[src/ism_pkg.sv]
package ism_pkg;

  localparam int CounterBits = 32;
  localparam int WinLen      = 18;
  localparam int WinBits     = WinLen * 8;
  localparam int SqlCount    = 32;
  localparam int XssCount    = 24;

  localparam logic [1:0] ClassNone = 2'd0;
  localparam logic [1:0] ClassSql  = 2'd1;
  localparam logic [1:0] ClassXss  = 2'd2;

  localparam logic [1:0] LevelNone = 2'd0;
  localparam logic [1:0] LevelLow  = 2'd1;
  localparam logic [1:0] LevelMed  = 2'd2;
  localparam logic [1:0] LevelHigh = 2'd3;

  typedef logic [WinBits-1:0] sig_t;

  // Literals are right aligned: the last character sits in the low byte,
  // which lines up with the newest byte of the window.
  localparam sig_t SqlSigs [SqlCount] = '{
    "union select", "union all select", "; drop ", "; delete ",
    "; truncate ", "; update ", "; insert ", "into outfile",
    "into dumpfile", {"load_", "file("},
    "or 1=1", "or '1'='1", "' or '", "or true--", "or true;", "' or true",
    "sleep(", "benchmark(", "waitfor delay", "'; --", "' --", "'/*",
    "*/or/*", "char(0x", "exec(", "execute(", {"xp_", "cmdshell"},
    {"information", "_schema"},
    "' or 1", "'a'='a", "1' or '1", "admin'--"
  };

  localparam sig_t XssSigs [XssCount] = '{
    "<script", "javascript:", "eval(", "document.cookie", "document.write(",
    "document.location", "window.location", ".innerhtml",
    "onerror=", "onload=", "onclick=", "onmouseover=", "onfocus=",
    "onsubmit=", "<iframe", "<object", "<embed", "<svg onload", "<img src=",
    "<body onload",
    "alert(", "prompt(", "confirm(", "<marquee"
  };

  typedef struct packed {
    logic [SqlCount-1:0] sql;
    logic [XssCount-1:0] xss;
  } hits_t;

  // Compare only the bytes the signature actually has.
  function automatic logic sig_match(input sig_t win, input sig_t sig);
    sig_t mask;
    for (int b = 0; b < WinLen; b++) begin
      mask[b*8 +: 8] = (sig[b*8 +: 8] != 8'd0) ? 8'hff : 8'h00;
    end
    return ((win ^ sig) & mask) == '0;
  endfunction

  function automatic logic [1:0] sql_level(input logic [4:0] idx);
    return (idx < 5'd10) ? LevelHigh : (idx < 5'd28) ? LevelMed : LevelLow;
  endfunction

  function automatic logic [1:0] xss_level(input logic [4:0] idx);
    return (idx < 5'd8) ? LevelHigh : (idx < 5'd20) ? LevelMed : LevelLow;
  endfunction

endpackage

[src/ism_front.sv]
module ism_front (
  input  logic          clk,
  input  logic          rst,
  input  logic          in_valid,
  output logic          in_ready,
  input  logic [7:0]    in_byte,
  input  logic          in_last,
  output logic          push,
  output ism_pkg::hits_t push_hits,
  input  logic          q_full
);
  import ism_pkg::*;

  logic [WinBits-9:0] window;
  hits_t              hits;
  logic [7:0]         folded;
  sig_t               win;
  hits_t              hits_now;
  logic               accept;

  // Fold A-Z to lower case.
  assign folded = (in_byte >= 8'h41 && in_byte <= 8'h5a) ? (in_byte + 8'h20) : in_byte;
  assign win    = {window, folded};

  always_comb begin
    hits_now = hits;
    for (int i = 0; i < SqlCount; i++) begin
      if (sig_match(win, SqlSigs[i])) hits_now.sql[i] = 1'b1;
    end
    for (int i = 0; i < XssCount; i++) begin
      if (sig_match(win, XssSigs[i])) hits_now.xss[i] = 1'b1;
    end
  end

  assign in_ready  = !q_full;
  assign accept    = in_valid && in_ready;
  assign push      = accept && in_last;
  assign push_hits = hits_now;

  always_ff @(posedge clk) begin
    if (rst) begin
      window <= '0;
      hits   <= '0;
    end else if (accept) begin
      if (in_last) begin
        window <= '0;
        hits   <= '0;
      end else begin
        window <= win[WinBits-9:0];
        hits   <= hits_now;
      end
    end
  end

endmodule

[src/ism_queue.sv]
module ism_queue (
  input  logic           clk,
  input  logic           rst,
  input  logic           push,
  input  ism_pkg::hits_t push_hits,
  output logic           full,
  input  logic           pop,
  output logic           empty,
  output ism_pkg::hits_t pop_hits
);
  import ism_pkg::*;

  hits_t      slots [2];
  logic       wr_ptr;
  logic       rd_ptr;
  logic [1:0] count;

  assign full     = (count == 2'd2);
  assign empty    = (count == 2'd0);
  assign pop_hits = slots[rd_ptr];

  always_ff @(posedge clk) begin
    if (push) slots[wr_ptr] <= push_hits;
  end

  always_ff @(posedge clk) begin
    if (rst) begin
      wr_ptr <= 1'b0;
      rd_ptr <= 1'b0;
      count  <= 2'd0;
    end else begin
      if (push) wr_ptr <= !wr_ptr;
      if (pop)  rd_ptr <= !rd_ptr;
      count <= count + {1'b0, push} - {1'b0, pop};
    end
  end

`ifndef SYNTH
  a_count_bound: assert property (@(posedge clk) disable iff (rst) count <= 2'd2)
    else $error("queue count out of range");
  a_no_overflow: assert property (@(posedge clk) disable iff (rst) !(push && full))
    else $error("push into full queue");
  a_no_underflow: assert property (@(posedge clk) disable iff (rst) !(pop && empty))
    else $error("pop from empty queue");
`endif

endmodule

[src/ism_back.sv]
module ism_back (
  input  logic           clk,
  input  logic           rst,
  input  logic           q_empty,
  input  ism_pkg::hits_t q_hits,
  output logic           pop,
  output logic           out_valid,
  input  logic           out_ready,
  output logic [1:0]     out_class,
  output logic [1:0]     out_level,
  output logic [4:0]     out_index,
  output logic [31:0]    out_sql,
  output logic [31:0]    out_xss,
  output logic [31:0]    out_total
);
  import ism_pkg::*;

  logic [CounterBits-1:0] sql_cnt, xss_cnt, total_cnt;
  logic [CounterBits-1:0] sql_cnt_next, xss_cnt_next, total_cnt_next;
  logic [CounterBits:0]   total_sum;
  logic                   s_hit, x_hit;
  logic [4:0]             s_idx, x_idx;
  logic [1:0]             s_lvl, x_lvl;
  logic [1:0]             class_next, level_next;
  logic [4:0]             index_next;
  logic [CounterBits+31:0] sql_ext, xss_ext, total_ext;

  assign pop = !q_empty && (!out_valid || out_ready);

  // First hit in table order wins within a class.
  always_comb begin
    s_idx = '0;
    x_idx = '0;
    for (int i = SqlCount - 1; i >= 0; i--) begin
      if (q_hits.sql[i]) s_idx = 5'(i);
    end
    for (int i = XssCount - 1; i >= 0; i--) begin
      if (q_hits.xss[i]) x_idx = 5'(i);
    end
  end

  assign s_hit = |q_hits.sql;
  assign x_hit = |q_hits.xss;
  assign s_lvl = s_hit ? sql_level(s_idx) : LevelNone;
  assign x_lvl = x_hit ? xss_level(x_idx) : LevelNone;

  always_comb begin
    if (s_hit && s_lvl >= x_lvl) begin
      class_next = ClassSql;
      level_next = s_lvl;
      index_next = s_idx;
    end else if (x_hit) begin
      class_next = ClassXss;
      level_next = x_lvl;
      index_next = x_idx;
    end else begin
      class_next = ClassNone;
      level_next = LevelNone;
      index_next = '0;
    end
  end

  // Saturate every counter at all ones.
  assign sql_cnt_next = (s_hit && sql_cnt != '1) ? sql_cnt + 1'b1 : sql_cnt;
  assign xss_cnt_next = (x_hit && xss_cnt != '1) ? xss_cnt + 1'b1 : xss_cnt;
  assign total_sum    = {1'b0, total_cnt} + (CounterBits+1)'({1'b0, s_hit} + {1'b0, x_hit});
  assign total_cnt_next = total_sum[CounterBits] ? '1 : total_sum[CounterBits-1:0];

  always_ff @(posedge clk) begin
    if (rst) begin
      sql_cnt   <= '0;
      xss_cnt   <= '0;
      total_cnt <= '0;
      out_valid <= 1'b0;
    end else begin
      if (pop) begin
        sql_cnt   <= sql_cnt_next;
        xss_cnt   <= xss_cnt_next;
        total_cnt <= total_cnt_next;
        out_valid <= 1'b1;
      end else if (out_ready) begin
        out_valid <= 1'b0;
      end
    end
  end

  always_ff @(posedge clk) begin
    if (pop) begin
      out_class <= class_next;
      out_level <= level_next;
      out_index <= index_next;
    end
  end

  assign sql_ext   = {32'd0, sql_cnt};
  assign xss_ext   = {32'd0, xss_cnt};
  assign total_ext = {32'd0, total_cnt};
  assign out_sql   = sql_ext[31:0];
  assign out_xss   = xss_ext[31:0];
  assign out_total = total_ext[31:0];

`ifndef SYNTH
  a_none_is_zero: assert property (@(posedge clk) disable iff (rst)
      out_valid && out_class == ClassNone |-> out_level == LevelNone && out_index == 5'd0)
    else $error("no-hit result carries level or index");
  a_hit_has_level: assert property (@(posedge clk) disable iff (rst)
      out_valid && (out_class == ClassSql || out_class == ClassXss) |-> out_level != LevelNone)
    else $error("hit result without level");
  a_total_bounds: assert property (@(posedge clk) disable iff (rst)
      total_cnt >= sql_cnt && total_cnt >= xss_cnt)
    else $error("total counter below a class counter");
`endif

endmodule

[src/injection_signature_matcher_unit.sv]
// Channel   Dir  Group                     Payload
// -------   ---  ------------------------  ------------------------------------------
// query     in   s_tvalid/s_tready/s_tdata  tdata[7:0] text_byte, tlast last_byte
// verdict   out  m_tvalid/m_tready/m_tdata  tdata: class, level, index, three counters
//
// One query byte is taken per cycle while the queue is not full; the signature
// compare runs in the cycle the byte arrives. A last byte pushes the hit vector
// into a two-entry queue, from which the back end pops it and registers the verdict.
// Reset (rst, synchronous) clears the window, hit bits, queue and all counters.
// The input stalls only while the queue holds two hit vectors.
module injection_signature_matcher_unit (
  input  logic         clk,
  input  logic         rst,
  input  logic         s_tvalid,
  output logic         s_tready,
  input  logic [7:0]   s_tdata,   // [7:0] text_byte
  input  logic         s_tlast,   // last_byte
  output logic         m_tvalid,
  input  logic         m_tready,
  output logic [111:0] m_tdata    // [1:0] threat_class, [3:2] threat_level,
                                  // [8:4] signature_index, [40:9] sql_queries_flagged,
                                  // [72:41] xss_queries_flagged, [104:73] threats_total,
                                  // [111:105] zero
);
  import ism_pkg::*;

  logic        push, q_full, q_empty, pop;
  hits_t       push_hits, pop_hits;
  logic [1:0]  t_class, t_level;
  logic [4:0]  t_index;
  logic [31:0] t_sql, t_xss, t_total;

  // Fold, shift and match each byte; hand finished queries to the queue.
  ism_front u_front (
    .clk       (clk),
    .rst       (rst),
    .in_valid  (s_tvalid),
    .in_ready  (s_tready),
    .in_byte   (s_tdata),
    .in_last   (s_tlast),
    .push      (push),
    .push_hits (push_hits),
    .q_full    (q_full)
  );

  // Hold per-query hit vectors so the front keeps streaming while output stalls.
  ism_queue u_queue (
    .clk       (clk),
    .rst       (rst),
    .push      (push),
    .push_hits (push_hits),
    .full      (q_full),
    .pop       (pop),
    .empty     (q_empty),
    .pop_hits  (pop_hits)
  );

  // Pick the winner, advance the counters, register the verdict request.
  ism_back u_back (
    .clk       (clk),
    .rst       (rst),
    .q_empty   (q_empty),
    .q_hits    (pop_hits),
    .pop       (pop),
    .out_valid (m_tvalid),
    .out_ready (m_tready),
    .out_class (t_class),
    .out_level (t_level),
    .out_index (t_index),
    .out_sql   (t_sql),
    .out_xss   (t_xss),
    .out_total (t_total)
  );

  assign m_tdata = {7'd0, t_total, t_xss, t_sql, t_index, t_level, t_class};

endmodule

[config.mk]
export PLATFORM = sky130hd
export DESIGN_NAME = injection_signature_matcher_unit
export DESIGN_NICKNAME = d
export VERILOG_FILES = /design/src/ism_pkg.sv /design/src/ism_front.sv /design/src/ism_queue.sv /design/src/ism_back.sv /design/src/injection_signature_matcher_unit.sv
export SDC_FILE = /design/constraint.sdc
export NUM_CORES = 1
export LEC_CHECK = 0
export BUFFER_PORTS_ARGS = -buffer_cell sky130_fd_sc_hd__buf_2
export CAP_MARGIN = 25
export CORE_MARGIN = 4
export CORE_UTILIZATION = 43
export CTS_CLUSTER_DIAMETER = 80
export DETAILED_ROUTE_END_ITERATION = 6
export HOLD_SLACK_MARGIN = 0.05
export PLACE_DENSITY = 0.68
export SLEW_MARGIN = 15
export SYNTH_ARGS = -nofsm -noshare
export SYNTH_HDL_FRONTEND = slang
export SYNTH_SLANG_ARGS = --single-unit
[constraint.sdc]
create_clock -name clk -period 8.05 [get_ports clk]
set_clock_uncertainty 0.2 [all_clocks]
set_input_delay 1.61 -clock clk [delete_from_list [all_inputs] [get_ports clk]]
set_output_delay 1.61 -clock clk [all_outputs]
set_load 0.02 [all_outputs]
==> impl_metrics.py, run 1 <==
metrics = {
    "outcome": {
        "outcome": "complete, no violations",
    },
    "clock_network": {
        "cts_buffer_depth": 3,
        "post_cts_buffers": 0,
        "cts_hold_buf": 0,
        "cts_made_buffers": 47,
        "clock_latency_ps": 600,
        "path_clk_slew_ps": 60,
        "cts-root-buf": "clkbuf_16",
        "cts_tree": "done",
        "cts.htree.levels": 2,
        "cts_sinks": 415,
        "cts-resized-gates": 0,
    },
    "grt": {
        "grt_usage_pct": 26.6,
        "grt_pass1_vias": 18300,
        "grt_overflow": 0,
        "antenna_found_initial": 1,
        "grt_max_degree": 121,
        "grt_pass1_wl_um": 113000,
    },
    "die": {
        "die_w_um": 233,
        "fp.dieArea_sq_mm": 0.0542,
        "start_util_pct": 43.4,
        "io_pins": 127,
        "core_sq_mm": 0.0501,
        "placementRows": 82,
        "die_y_um": 233,
    },
    "worst_setup_path": {
        "slowest_stage": "dfxtp_2",
        "crit_buf_inv": 2,
        "crit_path_max_fanout": 47,
        "crit_top_cell": "ha_1",
        "critPathTopFamily": "simple AND/OR/NAND/NOR gates",
        "cp.arrival_ps": 6520,
        "cp_slowest_stage_delay_ps": 810,
        "cp-end-kind": "register",
        "crit_path_start_kind": "register",
        "worstPathRequired_ps": 8340,
        "path_cells": "buf_4, or3b_2, o2bb2ai_2, or2_4, or3_4, ha_1, ha_1, inv_1, fa_1, nand2b_1, nor4b_2, nand4b_1, or2_1, and3_1, a211oi_1",
        "crit_type": "register to register",
    },
    "yosys": {
        "synthFlopType": "dfxtp_1",
        "synthXorXnorAreaFrac_pct": 1.13,
        "synth_compound_area_share_pct": 15.0,
        "ys_seq_area_share_pct": 43.8,
        "yosys-top-cells-area": "dfxtp_1 (27%), edfxtp_1 (17%), a21oi_1 (5.5%)",
        "ys_ff_latch": 415,
        "yosysUniqueCellTypes": 102,
        "synth_top_family_by_area": "simple AND/OR/NAND/NOR gates",
        "syn_area_sq_mm": 0.0217,
        "yosys-mux-area-fraction_pct": 0.933,
        "synth_common_cells": "dfxtp_1 (294), nand2_1 (241), a21oi_1 (239), nor2_1 (169), nand3b_1 (135)",
        "yosysWarnings": 0,
        "synth_cells": 2454,
        "synth.most_common_cell": "dfxtp_1",
        "avgSynthCellArea_sq_um": 8.86,
        "synth-simple-area-share_pct": 34.2,
        "synth_top_area_cell": "dfxtp_1",
        "synth_edf_count": 121,
        "ys_async_sr_fraction_pct": 0,
        "synth.top_cell.area_share_pct": 27.1,
        "synth-adder-area-share_pct": 0.668,
    },
    "drt": {
        "via_per_inst": 6.24,
        "drtPass1Iterations": 5,
        "vias": 20000,
        "wl_per_cell_um": 23.5,
        "ant_nets": 0,
        "wl_um": 75300,
        "drt_iter0_drc": 1816,
        "drc": 0,
    },
    "final_layout": {
        "fillCellCount": 4826,
        "final_nets": 2516,
        "final_util_pct": 48.7,
        "drive_above_1_share_pct": 11.9,
        "area_delta_synth_final_pct": 12.2,
    },
    "placed_design": {
        "gp_congestion": 1.05,
        "numPortBuffers": 119,
        "hpwl_um": 55600,
    },
    "min_path": {
        "min_path_type": "register to register",
    },
    "power": {
        "leakage_uw": 0.00835,
        "peakVddDrop_uv": 146,
        "p_per_area_mw_per_mm2": 216,
    },
    "timing": {
        "slew_headroom_pct": 27.2,
        "max_slew.worst_pin.slew_ps": 1080,
        "drv_slew": 0,
        "finalCritPeriodShare_pct": 77.4,
        "min_period_ps": 6230,
        "finalSetupViolCount": 0,
        "fmax_mhz": 161,
        "finalHoldViolations": 0,
        "rsz0062_at_grt": "no",
        "tns_ps": 0,
    },
    "job": {
        "maxCapViolCount": 0,
    },
}
[cell usage in the layout (no fill, tap or decap), types with 18 or more instances in the layout]
master / n
clkbuf_16: 47
nand3_1: 88
and4_1: 19
nor3b_1: 27
and2_1: 19
nor3_1: 92
nand4_1: 67
o31ai_1: 35
dfxtp_1: 293
inv_1: 55
nand4b_1: 20
nor4b_1: 18
or4_1: 45
a21o_1: 21
o211a_1: 30
or3_1: 40
buf_2: 119
o21ai_0: 18
nand2_1: 240
nor2b_1: 54
o21ai_1: 18
a21oi_1: 238
nand2b_1: 49
nor4_1: 75
nor2_1: 168
nand3b_1: 135
and3_1: 26
edfxtp_1: 121
buf_4: 20
[cells by family after synthesis]
kind of cell,Yosys count
compound gates,492
xor+xnor,28
fa+ha+maj,11
buf+inv,215
flops,415
mux,17
other cells,1
simple gates,1275
[layout make-up]
cell class / count / area (sq um) / area share, %
diodes: 1 / 2.50 / 0.0103
clock buffers: 59 / 1280 / 5.25
clock inverters: 28 / 378 / 1.55
inverters: 55 / 206 / 0.847
multi-input cells: 1830 / 11300 / 46.5
flip-flops and latches: 415 / 9520 / 39.0
well taps: 672 / 841 / 3.45
repair buffers: 143 / 806 / 3.30
[registers in the layout, summed over array words and instances, names as in the netlist, 2 cells and up, named ones only]
name,flops
u_front.hits,56
u_back.out_level,2
u_queue.count,2
u_back.out_xss,32
u_queue.slots,112
u_back.out_total,32
u_back.out_index,5
u_back.out_sql,32
u_front.window,136
u_back.out_class,2
[through the flow]
| step | instances | cell area [sq um] | power [uW] | hold WS [ps] | setup WS, ps |
|---|---|---|---|---|---|
| finish | 3203 | 24400 | 5270 | 244 | 1820 |
| global route | 3203 | 24400 | 5470 | 280 | 1430 |
| CTS | 3198 | 24300 | 5290 | 248 | 1830 |
| detailed placement | 3111 | 22700 | 3010 | 234 | 1930 |
| global placement | 3111 | 22700 | 3000 | 227 | 2050 |
| floorplan | 2460 | 21800 | 2850 | 216 | 2980 |
[per-layer routing]
metal  vias up  wire length, um  GRT usage [%]
li1       9258                -              -
met1      9805            33600           37.3
met2       759            34300           42.5
met3       156             5070           4.43
met4         0             2320           7.49
met5         -                0              0
[worst register-to-register path, delay by kind of cell (launching register included)]
kind / cells / cell delay, ps
AOI/OAI and AO/OA: 2 / 410
adders and majority gates: 3 / 840
buffers and inverters: 2 / 520
DFF: 1 / 810
and+or+nand+nor: 8 / 3370
[worst paths after layout]
| kind | startpoint | endpoint | slack [ps] | depth (start not counted) |
|---|---|---|---|---|
| max | register | u_back.out_total[29]$_SDFFE_PP0P_ | 1820 | 15 |
| min | u_front.hits[7]$_SDFFE_PP0P_ | u_front.hits[7]$_SDFFE_PP0P_ | 240 | 2 |
| max reg2reg | register | u_back.out_total[29]$_SDFFE_PP0P_ | 1820 | 15 |
| min reg2reg | u_front.hits[7]$_SDFFE_PP0P_ | u_front.hits[7]$_SDFFE_PP0P_ | 240 | 2 |
[where the power goes]
part | internal (uW) | leakage (uW) | switching (uW)
Combinational | 216 | 0.00398 | 472
Clock | 1370 | 0.000801 | 916
Sequential | 2230 | 0.00357 | 71.0
Total | 3810 | 0.00835 | 1460
Power figures use the tool's default switching activity.
==> run 2: changes to the inputs <==
clock period = 6 ns   (was 8.05 ns; I/O delays follow)
==> impl_metrics.py, run 2 (synthesis gave the netlist of run 1 again) <==
metrics = {
    "drt": {
        "drc": 0,
        "drt_iter0_drc": 2191,
        "wl_um": 75100,
        "ant_nets": 0,
        "drtPass1Iterations": 5,
        "via_per_inst": 6.26,
        "wl_per_cell_um": 23.4,
        "vias": 20100,
    },
    "final_layout": {
        "layout_common_cells": "dfxtp_1 (293), nand2_1 (240), a21oi_1 (238)",
        "reg_top3": "u_front.window: 136 flops, u_queue.slots: 112 flops, u_front.hits: 56 flops",
        "multi_input_area_sq_mm": 0.0114,
        "finalInstanceArea_sq_mm": 0.0244,
        "final_util_pct": 48.8,
        "final_common_cell": "dfxtp_1",
        "largest_register_ffs": 136,
        "area_delta_synth_final_pct": 12.3,
        "largest_register": "u_front.window",
        "fillCellCount": 4788,
        "seqCellArea_sq_mm": 0.00952,
        "final_nets": 2523,
        "drive_above_1_share_pct": 12.1,
    },
    "worst_setup_path": {
        "crit_path_max_fanout": 39,
        "crit_path_start_kind": "register",
        "crit_type": "register to register",
        "cp-end-kind": "register",
        "path_cells": "buf_12, or3b_2, o2bb2ai_2, or2_4, or3_4, ha_1, ha_1, inv_1, fa_1, nand2b_1, nor4b_2, buf_4, nand4b_1, or2_1, buf_4, and3_1, a211oi_1",
        "slowest_stage": "dfxtp_2",
        "cp.arrival_ps": 5540,
        "cp_slowest_stage_delay_ps": 680,
        "worstPathRequired_ps": 6290,
    },
    "clock_network": {
        "cts_buffer_depth": 3,
        "cts_tree": "done",
        "cts-resized-gates": 0,
        "cts-root-buf": "clkbuf_16",
        "cts_sinks": 415,
        "clock_latency_ps": 600,
        "path_clk_slew_ps": 60,
        "cts_hold_buf": 0,
        "cts.htree.levels": 2,
        "post_cts_buffers": 0,
        "cts_made_buffers": 46,
    },
    "grt": {
        "grt_max_degree": 151,
        "met1_usage_pct": 37.6,
        "met2_usage_pct": 42.3,
        "grt_usage_pct": 26.6,
        "grt_pass1_wl_um": 113000,
        "grt_pass1_vias": 18600,
        "grt_overflow": 0,
        "antenna_found_initial": 0,
        "grt-busiest-layer": "met2",
        "gr-usage-met3_pct": 4.08,
    },
    "outcome": {
        "outcome": "complete, no violations",
    },
    "timing": {
        "finalSetupViolCount": 0,
        "tns_ps": 0,
        "fmax_mhz": 190,
        "max_slew.worst_pin.slew_ps": 1030,
        "rsz0062_at_grt": "no",
        "min_period_ps": 5250,
        "finalHoldViolations": 0,
        "slew_headroom_pct": 31.3,
        "drv_slew": 0,
        "finalCritPeriodShare_pct": 87.5,
    },
    "placed_design": {
        "numPortBuffers": 119,
        "gp_congestion": 0.995,
        "hpwl_um": 55200,
        "place_area_sq_mm": 0.0228,
    },
    "die": {
        "core_sq_mm": 0.0501,
        "start_util_pct": 43.4,
        "fp.dieArea_sq_mm": 0.0542,
        "die_w_um": 233,
        "placementRows": 82,
        "die_y_um": 233,
        "io_pins": 127,
    },
    "power": {
        "leakage_uw": 0.00840,
        "p_per_area_mw_per_mm2": 284,
        "p_total_uw": 6930,
        "peakVddDrop_uv": 175,
    },
    "job": {
        "maxCapViolCount": 0,
    },
    "min_path": {
        "min_path_type": "register to register",
    },
}
## run 2: changes by cell type in the layout (fill, tap and decap cells not counted), sizes merged
cell	previous run	this run
buf	141	150
clkbuf	61	68
bufinv	7	3
clkinv	12	10
clkinvlp	4	2
inv	60	58
diode	1	2
## run 2: per-stage QoR
stage / hold WS (ps) / cells / setup slack, ps
after global placement: 226 / 3120 / 822
after global routing: 270 / 3208 / 352
final: 248 / 3210 / 748
after floorplan: 216 / 2460 / 1230
after detailed placement: 243 / 3122 / 791
after CTS: 252 / 3207 / 753
## run 2: final cells by class
type / instances / area share, %
multi-input cells: 1830 / 46.6
flip-flops and latches: 415 / 39.0
clock buffers: 67 / 5.63
repair buffers: 151 / 3.68
well taps: 672 / 3.44
inverters: 55 / 0.846
clock inverters: 18 / 0.825
diodes: 2 / 0.0205
## run 2: worst max-delay path: cells and delay by family (launching register included)
kind            cells  cell delay [ps]
compound gates      2              400
fa+ha+maj           3              880
buf+inv             4              720
flops               1              680
simple gates        8             2250
## run 2: worst paths after layout
check / start / to / slack, ps / cells past startpoint
worst min register to register: u_front.window[130]$_SDFFE_PP0P_ / u_front.window[130]$_SDFFE_PP0P_ / 250 / 2
worst min-delay path: u_front.window[130]$_SDFFE_PP0P_ / u_front.window[130]$_SDFFE_PP0P_ / 250 / 2
worst max register to register: register / u_back.out_total[29]$_SDFFE_PP0P_ / 750 / 17
worst max-delay path: register / u_back.out_total[29]$_SDFFE_PP0P_ / 750 / 17
## run 2: routing by layer
layer	wire (um)	part of all wire, %	vias to the layer above
met5	0	0	-
met4	2390	3.2	0
met3	5020	6.7	155
met2	34400	46	762
met1	33300	44	9904
li1	-	-	9278
## run 2: power by group
part	switching (uW)	internal, uW	total (uW)	leakage, uW
Combinational	643	290	933	0.00405
Clock	1190	1730	2920	0.000776
Sequential	89.4	2990	3080	0.00357
